### config.mk
export PLATFORM = sky130hd
export DESIGN_NAME = interrupt_entry_sequencer
export DESIGN_NICKNAME = d
export VERILOG_FILES = /design/src/hdl/ies_pkg.sv /design/src/hdl/ies_ctrl.sv /design/src/hdl/ies_emit.sv /design/src/hdl/interrupt_entry_sequencer.sv
export SDC_FILE = /design/constraint.sdc
export NUM_CORES = 1
export LEC_CHECK = 0
export BUFFER_PORTS_ARGS = -buffer_cell sky130_fd_sc_hd__buf_2
export CORE_UTILIZATION = 50
export DETAILED_ROUTE_END_ITERATION = 7
export GPL_ROUTABILITY_DRIVEN = 0
export PLACE_DENSITY = 0.76
export SLEW_MARGIN = 20
export SYNTH_ARGS = -nofsm -noshare
export SYNTH_HDL_FRONTEND = slang
export SYNTH_SLANG_ARGS = --single-unit
export TNS_END_PERCENT = 5
### constraint.sdc
create_clock -name clk -period 5.57 [get_ports clk]
set_input_delay 0.2785 -clock clk [delete_from_list [all_inputs] [get_ports clk]]
set_output_delay 0.2785 -clock clk [all_outputs]
set_load 0.005 [all_outputs]
### src/hdl/ies_pkg.sv
// Shared types and constants for the interrupt entry sequencer.
// Used by ies_ctrl, ies_emit and the interrupt_entry_sequencer top level.
package ies_pkg;

  // Command codes on the request channel
  typedef enum logic [1:0] {
    CMD_RAISE = 2'd0,
    CMD_POLL  = 2'd1,
    CMD_REPLY = 2'd2,
    CMD_NONE  = 2'd3
  } cmd_t;

  // Result kinds
  typedef enum logic [1:0] {
    KIND_READ   = 2'd0,
    KIND_WRITE  = 2'd1,
    KIND_DONE   = 2'd2,
    KIND_IGNORE = 2'd3
  } kind_t;

  // Sequence phase: which read reply the block waits for
  typedef enum logic [2:0] {
    PH_IDLE    = 3'd0,
    PH_GATE_HI = 3'd1,
    PH_GATE_LO = 3'd2,
    PH_GDT_LO  = 3'd3,
    PH_GDT_HI  = 3'd4,
    PH_KSP     = 3'd5
  } phase_t;

  // Steps of the push/finish burst
  typedef enum logic [2:0] {
    ST_PUSH_SS    = 3'd0,
    ST_PUSH_ESP   = 3'd1,
    ST_CLEAR_KSP  = 3'd2,
    ST_PUSH_FLAGS = 3'd3,
    ST_PUSH_CS    = 3'd4,
    ST_PUSH_RET   = 3'd5,
    ST_DONE       = 3'd6
  } step_t;

  // Configuration register indexes
  localparam logic [1:0] REG_IDT_BASE = 2'd0;
  localparam logic [1:0] REG_GDT_BASE = 2'd1;
  localparam logic [1:0] REG_TASK_IDX = 2'd2;

  localparam logic [7:0]  TIMER_VECTOR = 8'd32;
  localparam int          IF_BIT       = 9;
  localparam int          PRESENT_BIT  = 15;
  localparam logic [1:0]  USER_PL      = 2'b11;
  localparam logic [31:0] DWORD_BYTES  = 32'd4;

  // Work handed from the control stage to the result stage
  typedef struct packed {
    logic        seq;    // 1: push burst, 0: one single result
    step_t       start;  // first step of a push burst
    kind_t       kind;   // kind of a single result
    logic [31:0] addr;   // address of a single read
    logic [31:0] sp;     // stack pointer before the first push
  } burst_t;

  // Saved context the result stage reads while draining a burst
  typedef struct packed {
    logic [15:0] ss;
    logic [31:0] esp;
    logic [31:0] flags;
    logic [15:0] cs;
    logic [31:0] ret;
    logic [31:0] handler;
    logic [31:0] tss;
  } ctx_t;

endpackage

### src/hdl/ies_ctrl.sv
// Control stage: configuration registers, sequence phase and saved context.
// Decodes one request per cycle into a burst descriptor, advancing only on accept. Depends on ies_pkg.
module ies_ctrl (
  input  logic                clk,
  input  logic                rst,
  input  logic                cfg_write,
  input  logic [1:0]          cfg_index,
  input  logic [31:0]         cfg_data,
  input  logic                accept,
  input  logic [1:0]          command,
  input  logic [7:0]          vector,
  input  logic [31:0]         return_addr,
  input  logic [15:0]         code_seg,
  input  logic [15:0]         stack_seg,
  input  logic [31:0]         stack_ptr,
  input  logic [31:0]         flags,
  input  logic                timer_pending,
  input  logic [31:0]         read_data,
  output ies_pkg::burst_t     burst,
  output ies_pkg::ctx_t       ctx
);
  import ies_pkg::*;

  logic [31:0] idt_base;
  logic [31:0] gdt_base;
  logic [12:0] task_reg_index;

  phase_t      phase, phase_next;
  logic [7:0]  saved_vector, saved_vector_next;
  logic [31:0] saved_return, saved_return_next;
  logic [15:0] saved_cs, saved_cs_next;
  logic [15:0] saved_ss, saved_ss_next;
  logic [31:0] saved_esp, saved_esp_next;
  logic [31:0] saved_flags, saved_flags_next;
  logic [31:0] handler_addr, handler_addr_next;
  logic [31:0] tss_base, tss_base_next;

  cmd_t        cmd;
  logic        start_entry;
  logic [7:0]  vec_sel;
  logic [31:0] gate_addr_new;
  logic [31:0] gate_addr_saved;
  logic [31:0] desc_addr;
  logic [31:0] tss_base_hi;

  assign cmd = cmd_t'(command);

  // Entry starts on a raise, or a poll with timer pending and IF set, while idle
  assign start_entry = (phase == PH_IDLE) &&
                       ((cmd == CMD_RAISE) ||
                        ((cmd == CMD_POLL) && timer_pending && flags[IF_BIT]));
  assign vec_sel         = (cmd == CMD_RAISE) ? vector : TIMER_VECTOR;
  assign gate_addr_new   = idt_base + {21'b0, vec_sel, 3'b0};
  assign gate_addr_saved = idt_base + {21'b0, saved_vector, 3'b0};
  assign desc_addr       = gdt_base + {16'b0, task_reg_index, 3'b0};
  assign tss_base_hi     = {read_data[31:24], read_data[7:0], tss_base[15:0]};

  // Next phase
  always_comb begin
    phase_next = phase;
    case (cmd)
      CMD_RAISE, CMD_POLL: begin
        if (start_entry) phase_next = PH_GATE_HI;
      end
      CMD_REPLY: begin
        case (phase)
          PH_GATE_HI: phase_next = read_data[PRESENT_BIT] ? PH_GATE_LO : PH_IDLE;
          PH_GATE_LO: phase_next = (saved_cs[1:0] == USER_PL) ? PH_GDT_LO : PH_IDLE;
          PH_GDT_LO:  phase_next = PH_GDT_HI;
          PH_GDT_HI:  phase_next = PH_KSP;
          default:    phase_next = PH_IDLE;
        endcase
      end
      default: phase_next = phase;
    endcase
  end

  // Burst descriptor and context updates
  always_comb begin
    burst = '{seq: 1'b0, start: ST_PUSH_FLAGS, kind: KIND_IGNORE, addr: 32'd0, sp: 32'd0};
    saved_vector_next = saved_vector;
    saved_return_next = saved_return;
    saved_cs_next     = saved_cs;
    saved_ss_next     = saved_ss;
    saved_esp_next    = saved_esp;
    saved_flags_next  = saved_flags;
    handler_addr_next = handler_addr;
    tss_base_next     = tss_base;
    case (cmd)
      CMD_RAISE, CMD_POLL: begin
        if (start_entry) begin
          saved_vector_next = vec_sel;
          saved_return_next = return_addr;
          saved_cs_next     = code_seg;
          saved_ss_next     = stack_seg;
          saved_esp_next    = stack_ptr;
          saved_flags_next  = flags;
          burst.kind        = KIND_READ;
          burst.addr        = gate_addr_new + DWORD_BYTES;
        end
      end
      CMD_REPLY: begin
        case (phase)
          PH_GATE_HI: begin
            if (read_data[PRESENT_BIT]) begin
              handler_addr_next = {read_data[31:16], 16'b0};
              burst.kind        = KIND_READ;
              burst.addr        = gate_addr_saved;
            end
          end
          PH_GATE_LO: begin
            handler_addr_next = {handler_addr[31:16], read_data[15:0]};
            if (saved_cs[1:0] == USER_PL) begin
              burst.kind = KIND_READ;
              burst.addr = desc_addr;
            end else begin
              burst.seq   = 1'b1;
              burst.start = ST_PUSH_FLAGS;
              burst.sp    = saved_esp;
            end
          end
          PH_GDT_LO: begin
            tss_base_next = {16'b0, read_data[31:16]};
            burst.kind    = KIND_READ;
            burst.addr    = desc_addr + DWORD_BYTES;
          end
          PH_GDT_HI: begin
            tss_base_next = tss_base_hi;
            burst.kind    = KIND_READ;
            burst.addr    = tss_base_hi + DWORD_BYTES;
          end
          PH_KSP: begin
            burst.seq   = 1'b1;
            burst.start = ST_PUSH_SS;
            burst.sp    = (read_data != 32'd0) ? read_data : saved_esp;
          end
          default: begin
            burst.kind = KIND_IGNORE;
          end
        endcase
      end
      default: begin
        burst.kind = KIND_IGNORE;
      end
    endcase
  end

  // Configuration writes
  always_ff @(posedge clk) begin
    if (rst) begin
      idt_base       <= 32'd0;
      gdt_base       <= 32'd0;
      task_reg_index <= 13'd0;
    end else if (cfg_write) begin
      case (cfg_index)
        REG_IDT_BASE: idt_base       <= cfg_data;
        REG_GDT_BASE: gdt_base       <= cfg_data;
        REG_TASK_IDX: task_reg_index <= cfg_data[12:0];
        default: ;
      endcase
    end
  end

  // Advance phase and context on each accepted request
  always_ff @(posedge clk) begin
    if (rst) begin
      phase        <= PH_IDLE;
      saved_vector <= 8'd0;
      saved_return <= 32'd0;
      saved_cs     <= 16'd0;
      saved_ss     <= 16'd0;
      saved_esp    <= 32'd0;
      saved_flags  <= 32'd0;
      handler_addr <= 32'd0;
      tss_base     <= 32'd0;
    end else if (accept) begin
      phase        <= phase_next;
      saved_vector <= saved_vector_next;
      saved_return <= saved_return_next;
      saved_cs     <= saved_cs_next;
      saved_ss     <= saved_ss_next;
      saved_esp    <= saved_esp_next;
      saved_flags  <= saved_flags_next;
      handler_addr <= handler_addr_next;
      tss_base     <= tss_base_next;
    end
  end

  assign ctx = '{ss: saved_ss, esp: saved_esp, flags: saved_flags, cs: saved_cs,
                 ret: saved_return, handler: handler_addr, tss: tss_base};

endmodule

### src/hdl/ies_emit.sv
// Result stage: holds one burst descriptor and drains its results one a cycle while res_stall is low.
// Reads saved context from ies_ctrl. Depends on ies_pkg.
module ies_emit (
  input  logic                clk,
  input  logic                rst,
  input  logic                accept,
  input  ies_pkg::burst_t     burst,
  input  ies_pkg::ctx_t       ctx,
  output logic                free,
  output logic                res_valid,
  input  logic                res_stall,
  output logic [1:0]          kind,
  output logic [31:0]         address,
  output logic [31:0]         write_data,
  output logic [31:0]         new_pc,
  output logic [31:0]         new_stack_ptr,
  output logic [31:0]         new_flags,
  output logic                last
);
  import ies_pkg::*;

  logic        busy;
  logic        seq;
  step_t       step, step_next;
  kind_t       single_kind;
  logic [31:0] single_addr;
  logic [31:0] sp;
  logic [31:0] sp_m4;
  logic        take;
  logic        is_push;
  logic [31:0] flags_clr;

  assign sp_m4     = sp - DWORD_BYTES;
  assign res_valid = busy;
  assign last      = !seq || (step == ST_DONE);
  assign take      = busy && !res_stall;
  assign free      = !busy || (take && last);
  assign is_push   = (step != ST_CLEAR_KSP) && (step != ST_DONE);

  always_comb begin
    flags_clr         = ctx.flags;
    flags_clr[IF_BIT] = 1'b0;
  end

  // Advance through the burst
  always_comb begin
    case (step)
      ST_PUSH_SS:    step_next = ST_PUSH_ESP;
      ST_PUSH_ESP:   step_next = ST_CLEAR_KSP;
      ST_CLEAR_KSP:  step_next = ST_PUSH_FLAGS;
      ST_PUSH_FLAGS: step_next = ST_PUSH_CS;
      ST_PUSH_CS:    step_next = ST_PUSH_RET;
      default:       step_next = ST_DONE;
    endcase
  end

  always_ff @(posedge clk) begin
    if (rst) begin
      busy <= 1'b0;
    end else if (accept) begin
      busy <= 1'b1;
    end else if (take && last) begin
      busy <= 1'b0;
    end
  end

  // Load a new burst, or step the current one as results are taken
  always_ff @(posedge clk) begin
    if (accept) begin
      seq         <= burst.seq;
      step        <= burst.start;
      single_kind <= burst.kind;
      single_addr <= burst.addr;
      sp          <= burst.sp;
    end else if (take && !last) begin
      step <= step_next;
      if (is_push) sp <= sp_m4;
    end
  end

  // Drive result fields for the current step
  always_comb begin
    kind          = KIND_IGNORE;
    address       = 32'd0;
    write_data    = 32'd0;
    new_pc        = 32'd0;
    new_stack_ptr = 32'd0;
    new_flags     = 32'd0;
    if (!seq) begin
      kind    = single_kind;
      address = (single_kind == KIND_READ) ? single_addr : 32'd0;
    end else begin
      case (step)
        ST_PUSH_SS: begin
          kind       = KIND_WRITE;
          address    = sp_m4;
          write_data = {16'b0, ctx.ss};
        end
        ST_PUSH_ESP: begin
          kind       = KIND_WRITE;
          address    = sp_m4;
          write_data = ctx.esp;
        end
        ST_CLEAR_KSP: begin
          kind    = KIND_WRITE;
          address = ctx.tss + DWORD_BYTES;
        end
        ST_PUSH_FLAGS: begin
          kind       = KIND_WRITE;
          address    = sp_m4;
          write_data = ctx.flags;
        end
        ST_PUSH_CS: begin
          kind       = KIND_WRITE;
          address    = sp_m4;
          write_data = {16'b0, ctx.cs};
        end
        ST_PUSH_RET: begin
          kind       = KIND_WRITE;
          address    = sp_m4;
          write_data = ctx.ret;
        end
        ST_DONE: begin
          kind          = KIND_DONE;
          new_pc        = ctx.handler;
          new_stack_ptr = sp;
          new_flags     = flags_clr;
        end
        default: begin
          kind = KIND_IGNORE;
        end
      endcase
    end
  end

endmodule

### src/hdl/interrupt_entry_sequencer.sv
// Top level of the interrupt entry sequencer.
// Instantiates ies_ctrl and ies_emit; depends on ies_pkg.
//
// Usage:
//   Command channel (cmd_valid/cmd_stall): raise, poll-timer and read-reply
//   requests with the CPU context fields. Result channel (res_valid/
//   res_stall): read and write memory requests, the entry-done report or an
//   ignore notice; last marks the final result of each request.
//   Configuration: cfg_write with cfg_index/cfg_data sets the IDT base, GDT
//   base and TSS selector index; write only while the block is idle.
//   Timing: the first result of a request is valid the cycle after it is
//   accepted. A request that yields one result can be followed by the next
//   request every cycle while no result is stalled. A reply that finishes
//   entry yields four results (kernel mode) or seven (user mode), drained
//   one per cycle by the result stage while not stalled, so the command
//   channel stalls until the last of them is taken. A stalled result holds
//   the result stage and, through it, the command channel; nothing is lost.
//   Reset (rst, synchronous): clears configuration, phase and saved context;
//   no result is pending afterward.
module interrupt_entry_sequencer (
  input  logic        clk,
  input  logic        rst,
  input  logic        cfg_write,
  input  logic [1:0]  cfg_index,
  input  logic [31:0] cfg_data,
  input  logic        cmd_valid,
  output logic        cmd_stall,
  input  logic [1:0]  command,
  input  logic [7:0]  vector,
  input  logic [31:0] return_addr,
  input  logic [15:0] code_seg,
  input  logic [15:0] stack_seg,
  input  logic [31:0] stack_ptr,
  input  logic [31:0] flags,
  input  logic        timer_pending,
  input  logic [31:0] read_data,
  output logic        res_valid,
  input  logic        res_stall,
  output logic [1:0]  kind,
  output logic [31:0] address,
  output logic [31:0] write_data,
  output logic [31:0] new_pc,
  output logic [31:0] new_stack_ptr,
  output logic [31:0] new_flags,
  output logic        last
);
  import ies_pkg::*;

  burst_t burst;
  ctx_t   ctx;
  logic   free;
  logic   accept;

  assign cmd_stall = !free;
  assign accept    = cmd_valid && free;

  ies_ctrl u_ctrl (
    .clk           (clk),
    .rst           (rst),
    .cfg_write     (cfg_write),
    .cfg_index     (cfg_index),
    .cfg_data      (cfg_data),
    .accept        (accept),
    .command       (command),
    .vector        (vector),
    .return_addr   (return_addr),
    .code_seg      (code_seg),
    .stack_seg     (stack_seg),
    .stack_ptr     (stack_ptr),
    .flags         (flags),
    .timer_pending (timer_pending),
    .read_data     (read_data),
    .burst         (burst),
    .ctx           (ctx)
  );

  ies_emit u_emit (
    .clk           (clk),
    .rst           (rst),
    .accept        (accept),
    .burst         (burst),
    .ctx           (ctx),
    .free          (free),
    .res_valid     (res_valid),
    .res_stall     (res_stall),
    .kind          (kind),
    .address       (address),
    .write_data    (write_data),
    .new_pc        (new_pc),
    .new_stack_ptr (new_stack_ptr),
    .new_flags     (new_flags),
    .last          (last)
  );

endmodule

Word level (Yosys, flattened, before mapping)

Cells that the tools add are included.

Flip-flop bits (word level): 351

Reduce and logical (&&, ||, !) cells: 42
Bitwise logic cells: 2
Muxes and demuxes: 44
Equality and inequality tests: 20
$add $sub $neg: 8

Operators with widths:

| operator                                                              | number |
|---|---|
| 32-bit two-way mux                                                    | 16 |
| 32-bit case mux with 2 select lines                                   | 5 |
| 32-bit case mux with 5 select lines                                   | 1 |
| 32-bit by 3-bit adder with 32-bit output (second input constant)      | 4 |
| 32-bit case mux with 4 select lines                                   | 1 |
| 34-bit two-way mux                                                    | 3 |
| 32-bit by 11-bit adder with 32-bit output                             | 2 |
| 32-bit by 16-bit adder with 32-bit output                             | 1 |
| 32-bit nonzero test                                                   | 1 |
| 32-bit by 3-bit subtractor with 32-bit output (second input constant) | 1 |
| 3-bit == test (second input constant)                                 | 5 |
| 3-bit case mux with 5 select lines                                    | 1 |
| 3-bit by 2-bit == test with 1-bit output (second input constant)      | 4 |
| 3-bit two-way mux                                                     | 4 |
| 3-bit case mux with 4 select lines                                    | 1 |
| 2-bit nonzero test                                                    | 6 |
| 3-bit AND reduction                                                   | 3 |
| 1-bit logical AND                                                     | 8 |
| 8-bit two-way mux                                                     | 1 |
| 2-bit case mux with 2 select lines                                    | 2 |
| 4-bit case mux with 2 select lines                                    | 1 |
| 2-bit AND reduction                                                   | 4 |
| 4-bit AND reduction                                                   | 2 |
| 2-bit == test (second input constant)                                 | 3 |
| other kinds (20)                                                      | 36 |

Depth between registers and ports, before layout

Depth after elaboration: 7
Gate-level depth with buffers: 17

Modules after synthesis

A second synthesis with hierarchy kept.

Cells, all modules: 2618
Area total of the unflattened synthesis: 20408.3 um^2

Modules (own cells, without submodules):

| module                    | area each (um^2) | times used | cells each |
|---|---|---|---|
| ies_ctrl                  | 14551.5          | 1          | 1958 |
| ies_emit                  | 5846.9           | 1          | 658 |
| interrupt_entry_sequencer | 10.0             | 1          | 2 |

Worst setup path before layout

Ideal clock, no wire load.

Path type: reg2reg
Start: reg u_ctrl.phase[2]
End: reg u_emit.single_addr[18], data pin
Data required time: 5.299 ns
Slack: 1.666 ns
Clock period less this slack: 3.904 ns
Arrival: 3.633 ns
Stages on the path, launching flop included: 18
Buffers on the path: 6
Path through: dfxtp_1 > or3b_1 > buf_2 > buf_1 > buf_6 > clkbuf_1 > clkbuf_1 > buf_1 > nand2_1 > nand2_1 > ha_1 > nand2_1 > nor3_1 > nand4_1 > nor4_1 > xor2_1 > o221a_2 > o22ai_1

RTL lines:

| element                  | RTL line        | RTL |
|---|---|---|
| start: declaration       | ies_ctrl.sv:28  | `phase_t phase, phase_next;` |
| start signal: assignment | ies_ctrl.sv:177 | `phase <= phase_next;` |
| end signal: assignment   | ies_emit.sv:73  | `single_addr <= burst.addr;` |
| end: declaration         | ies_emit.sv:26  | `logic [31:0] single_addr;` |

Worst setup path in the final report

Start: reg u_emit.sp[4]
End: out address[30]

Cells in the longest elaborated chain, start to end: 3

Ends and longest elaborated chain:

| element                                       | RTL line                        | RTL |
|---|---|---|
| start: declaration                            | ies_emit.sv:27                  | `logic [31:0] sp;` |
| start signal: assignment                      | ies_emit.sv:74                  | `sp <= burst.sp;` |
| start signal: assignment                      | ies_emit.sv:77                  | `if (is_push) sp <= sp_m4;` |
| 32-bit by 3-bit subtractor with 32-bit output | ies_emit.sv:33                  | `assign sp_m4 = sp - DWORD_BYTES;` |
| 32-bit case mux with 2 select lines           | ies_emit.sv:93                  | `case (step)` |
| 32-bit two-way mux                            | ies_emit.sv:89                  | `if (!seq) begin` |
| end: declaration                              | interrupt_entry_sequencer.sv:40 | `output logic [31:0] address,` |

Every way passes these cells.

==> impl_results.md <==
* Status: finished with violations
* Failing checks: DRC
* Yosys cell types at 84
* Initial Util at 0.507
* Syn_nets at 2826
* First-pass GRT wire length at 115 mm
* Final wirelength at 75.6 mm
* Hold_buf cts at 158
* DR WL met3 at 7.55 mm
* Initial antenna violation count at 3
* Multi-input logic area at 11600 um2
* Achievable Freq at 0.247 GHz
* Die height at 202 um
* Synth warn at 0
* Post-Syn Instances at 2581
* Leak at 0.00956 uW
* Crit path launch type: register
* Placed insts at 3322
* Avg WL per Cell at 21.3 um
* CTS tree: done
* Period minus WS final at 4.05 ns
* Non-Filler Instances at 3555
* Final Cycle Share at 0.727
* Largest family of logic cells by synthesized area: simple AND/OR/NAND/NOR gates
* Post-DP HPWL at 53.1 mm
* Worst slew pin tran at 1.09 ns
* DR WL met2 at 34.6 mm
* I/O Pins at 375
* IO buf count at 373
* Share of post-route cells with drive strength above 1 at 0.171
* Buffers plus inverters on the worst setup path at 1
* Post-synthesis xor/xnor area fraction at 0.0685
* Clock sinks at 350
* Root Buffer: clkbuf_16
* CP max stage cell: or3b_2
* Compound-Gate Fraction of Synth Area at 0.206
* Final Max Slew Viols at 0
* Hold WC Path Type: input port to register
* Area delta synth->final at 25.0%
* Adder-Cell Fraction of Synth Area at 0.0229
* Vias in the first global route at 20477
* 1st-pass router iterations at 8
* Initial DRC Count at 2741
* Setup crit end kind: primary output
* Post-synthesis sequential area ratio at 0.383
* WP data arrival at 3.77 ns
* Max VDD drop at 204 uV
* Max_slew headroom at 0.270
* Drt drc at 17
* # Post-CTS Setup Buffers at 0
* ANT nets after route at 0
* Global-route total usage across every layer at 0.354
* Nets at 3242
* Final Util at 0.633
* Clock latency on the worst-skew pair at 0.57 ns
* Worst Skew at 0.0231 ns
* Power Density at 250 nW/um2
* Post-Synth Simple-Gate Area at 0.256
* Register Area at 7700 um2
* Hold Vio Cnt, Final at 0
* Max incr delay on CP at 0.52 ns
* WP data required at 5.29 ns
* Cts repair resizes at 0
* Critical path cell sequence: or3_1 > or3b_2 > nor2_1 > nand2_1 > or3_1 > nor3_1 > xnor2_1 > o221ai_1 > buf_2
* Overflow after GRT at 0
* Number of synthesized register bits at 350
* Uppermost layer routed: met5
* Routed vias at 21806
* Mean post-synth cell area at 7.78 um2
* Avg Vias per Cell at 6.13
* Core footprint at 39600 um2
* Largest net degree at the start of global routing at 136
* Cell Area, Synth at 20100 um2
* CTS HTree Levels at 2
* Top FF cell, synth: dfxtp_1
* Filler cell count in the final layout at 3280
* Fraction of registers with async set/reset at 0
* CTS Buffer Depth at 3
* EDFF count, synth at 69
* Number of CTS-inserted buffers at 40
* Max Cap Violations at 0
* Setup-failing EPs final at 0
* RSZ-0062 raised after global routing: no
* Total die area at 41000 um2
* Crit path top cell by count: or3_1
* CP Class: register to primary output
* Setup TNS at 0 ns
* Mux contribution to synthesized area at 0.0215
* Worst-path clk slew at 0.06 ns
* Cell family with most CP delay: simple AND/OR/NAND/NOR gates
* Die width at 202 um
* Rows at 73
* Met1 Routed Length at 28.7 mm
* CP max FO at 5
[flip-flops by register name, indices dropped and copies added (netlist names)]
signal and cells:
u_ctrl.gdt_base 32, u_ctrl.handler_addr 32, u_ctrl.idt_base 32, u_ctrl.saved_esp 32, u_ctrl.saved_flags 32, u_ctrl.saved_return 32, u_ctrl.tss_base 32, u_emit.single_addr 32
u_emit.sp 32, u_ctrl.saved_cs 16, u_ctrl.saved_ss 16, u_ctrl.task_reg_index 13, u_ctrl.saved_vector 8, u_ctrl.phase 3, u_emit.step 3, u_emit.res_valid 1
u_emit.seq 1, u_emit.single_kind 1
[power breakdown]
| group | total (uW) | internal, uW | switching (uW) |
|---|---|---|---|
| clock network | 2670 | 1580 | 1100 |
| registers | 2800 | 2700 | 99.5 |
| logic | 810 | 320 | 490 |
[Yosys cell counts, types with 4 or more instances]
cell type | n | area [um2]
a211oi_1 | 7 | 52.6
a21o_1 | 13 | 97.6
a21oi_1 | 307 | 1540
a221oi_1 | 4 | 35.0
a222oi_1 | 24 | 240
a22o_1 | 16 | 140
a22oi_1 | 76 | 571
a31oi_1 | 6 | 37.5
and2_1 | 109 | 682
and3_1 | 19 | 119
and4_1 | 8 | 70.1
buf_1 | 10 | 37.5
buf_2 | 9 | 45.0
clkbuf_1 | 158 | 593
dfxtp_1 | 281 | 5630
edfxtp_1 | 69 | 2070
ha_1 | 32 | 400
inv_1 | 24 | 90.1
mux2_2 | 17 | 191
mux2i_1 | 24 | 240
nand2_1 | 578 | 2170
nand2b_1 | 8 | 50.1
nand3_1 | 79 | 395
nand3b_1 | 9 | 67.6
nand4_1 | 27 | 169
nor2_1 | 186 | 698
nor2b_1 | 8 | 50.1
nor3_1 | 32 | 160
nor3b_1 | 8 | 60.1
nor4_1 | 23 | 144
o211ai_1 | 11 | 82.6
o21a_1 | 10 | 75.1
o21ai_0 | 47 | 235
o21ai_1 | 8 | 40.0
o221ai_1 | 30 | 263
o22ai_1 | 61 | 382
or3_1 | 14 | 87.6
xnor2_1 | 83 | 727
xor2_1 | 74 | 648
[cell type report]
| type | instances | area share |
|---|---|---|
| antenna | 4 | 0.000399 |
| clock buffer | 64 | 0.0508 |
| clock inverter | 7 | 0.00284 |
| inverter | 24 | 0.00359 |
| multi-input combinational | 2022 | 0.463 |
| sequential | 350 | 0.307 |
| tap | 525 | 0.0262 |
| timing repair buffer | 559 | 0.147 |
[tightest hold or removal path: stages]
cell	delay [ns]
buf_2	0.13
nand2_1	0.06
a21oi_1	0.05
[metrics by stage]
| stage | setup slack, ns | area [um2] | total power [uW] | hold slack, ns |
|---|---|---|---|---|
| after detailed placement | 1.83 | 22200 | 3540 | 0.440 |
| after floorplan | 1.67 | 20100 | 3220 | 0.399 |
| final | 1.52 | 25100 | 6280 | 0.0152 |
| after CTS | 1.54 | 25100 | 6260 | 0.000575 |
| after global placement | 1.91 | 22100 | 3520 | 0.433 |
| after global routing | 1.32 | 25100 | 6460 | 0.0228 |
[layer usage]
metal,track usage,up-vias
li1,-,9939
met1,0.437,10187
met2,0.574,1393
met3,0.0659,285
met4,0.209,2
met5,0,-
[final timing paths]
path / cells past startpoint / slack, ns / startpoint / end
setup reg to reg: 11 / 1.58 / u_ctrl.task_reg_index[12]$_SDFFE_PP0P_ / u_emit.single_addr[23]$_DFFE_PP_
hold / removal: 3 / 0.02 / cfg_data[3] / u_ctrl.gdt_base[3]$_SDFFE_PP0P_
hold reg to reg: 2 / 0.45 / u_ctrl.handler_addr[21]$_SDFFE_PP0P_ / u_ctrl.handler_addr[21]$_SDFFE_PP0P_
setup / recovery: 9 / 1.52 / u_emit.sp[4]$_DFFE_PP_ / address[30]
[logic make-up after synthesis]
group                      Yosys count
and+or+nand+nor                   1133
AOI/OAI and AO/OA                  655
DFF                                350
buffers and inverters              209
xor gates and xnor gates           157
muxes                               41
adders and majority gates           35
other                                1
[cell usage in the layout, fill, tap and decap left out, types with 26 or more instances in the layout]
cell type        n
xor2_1          74
ha_1            32
nand2_1        577
dlygate4sd3_1  158
and2_1         109
dfxtp_1        281
nand4_1         27
buf_4           26
nor2_1         183
o221ai_1        30
nor3_1          30
xnor2_1         83
buf_2          372
a22oi_1         76
o22ai_1         60
a21oi_1        307
nand3_1         79
o21ai_0         47
edfxtp_1        69
clkbuf_16       44
(Power assumes the default switching activity.)
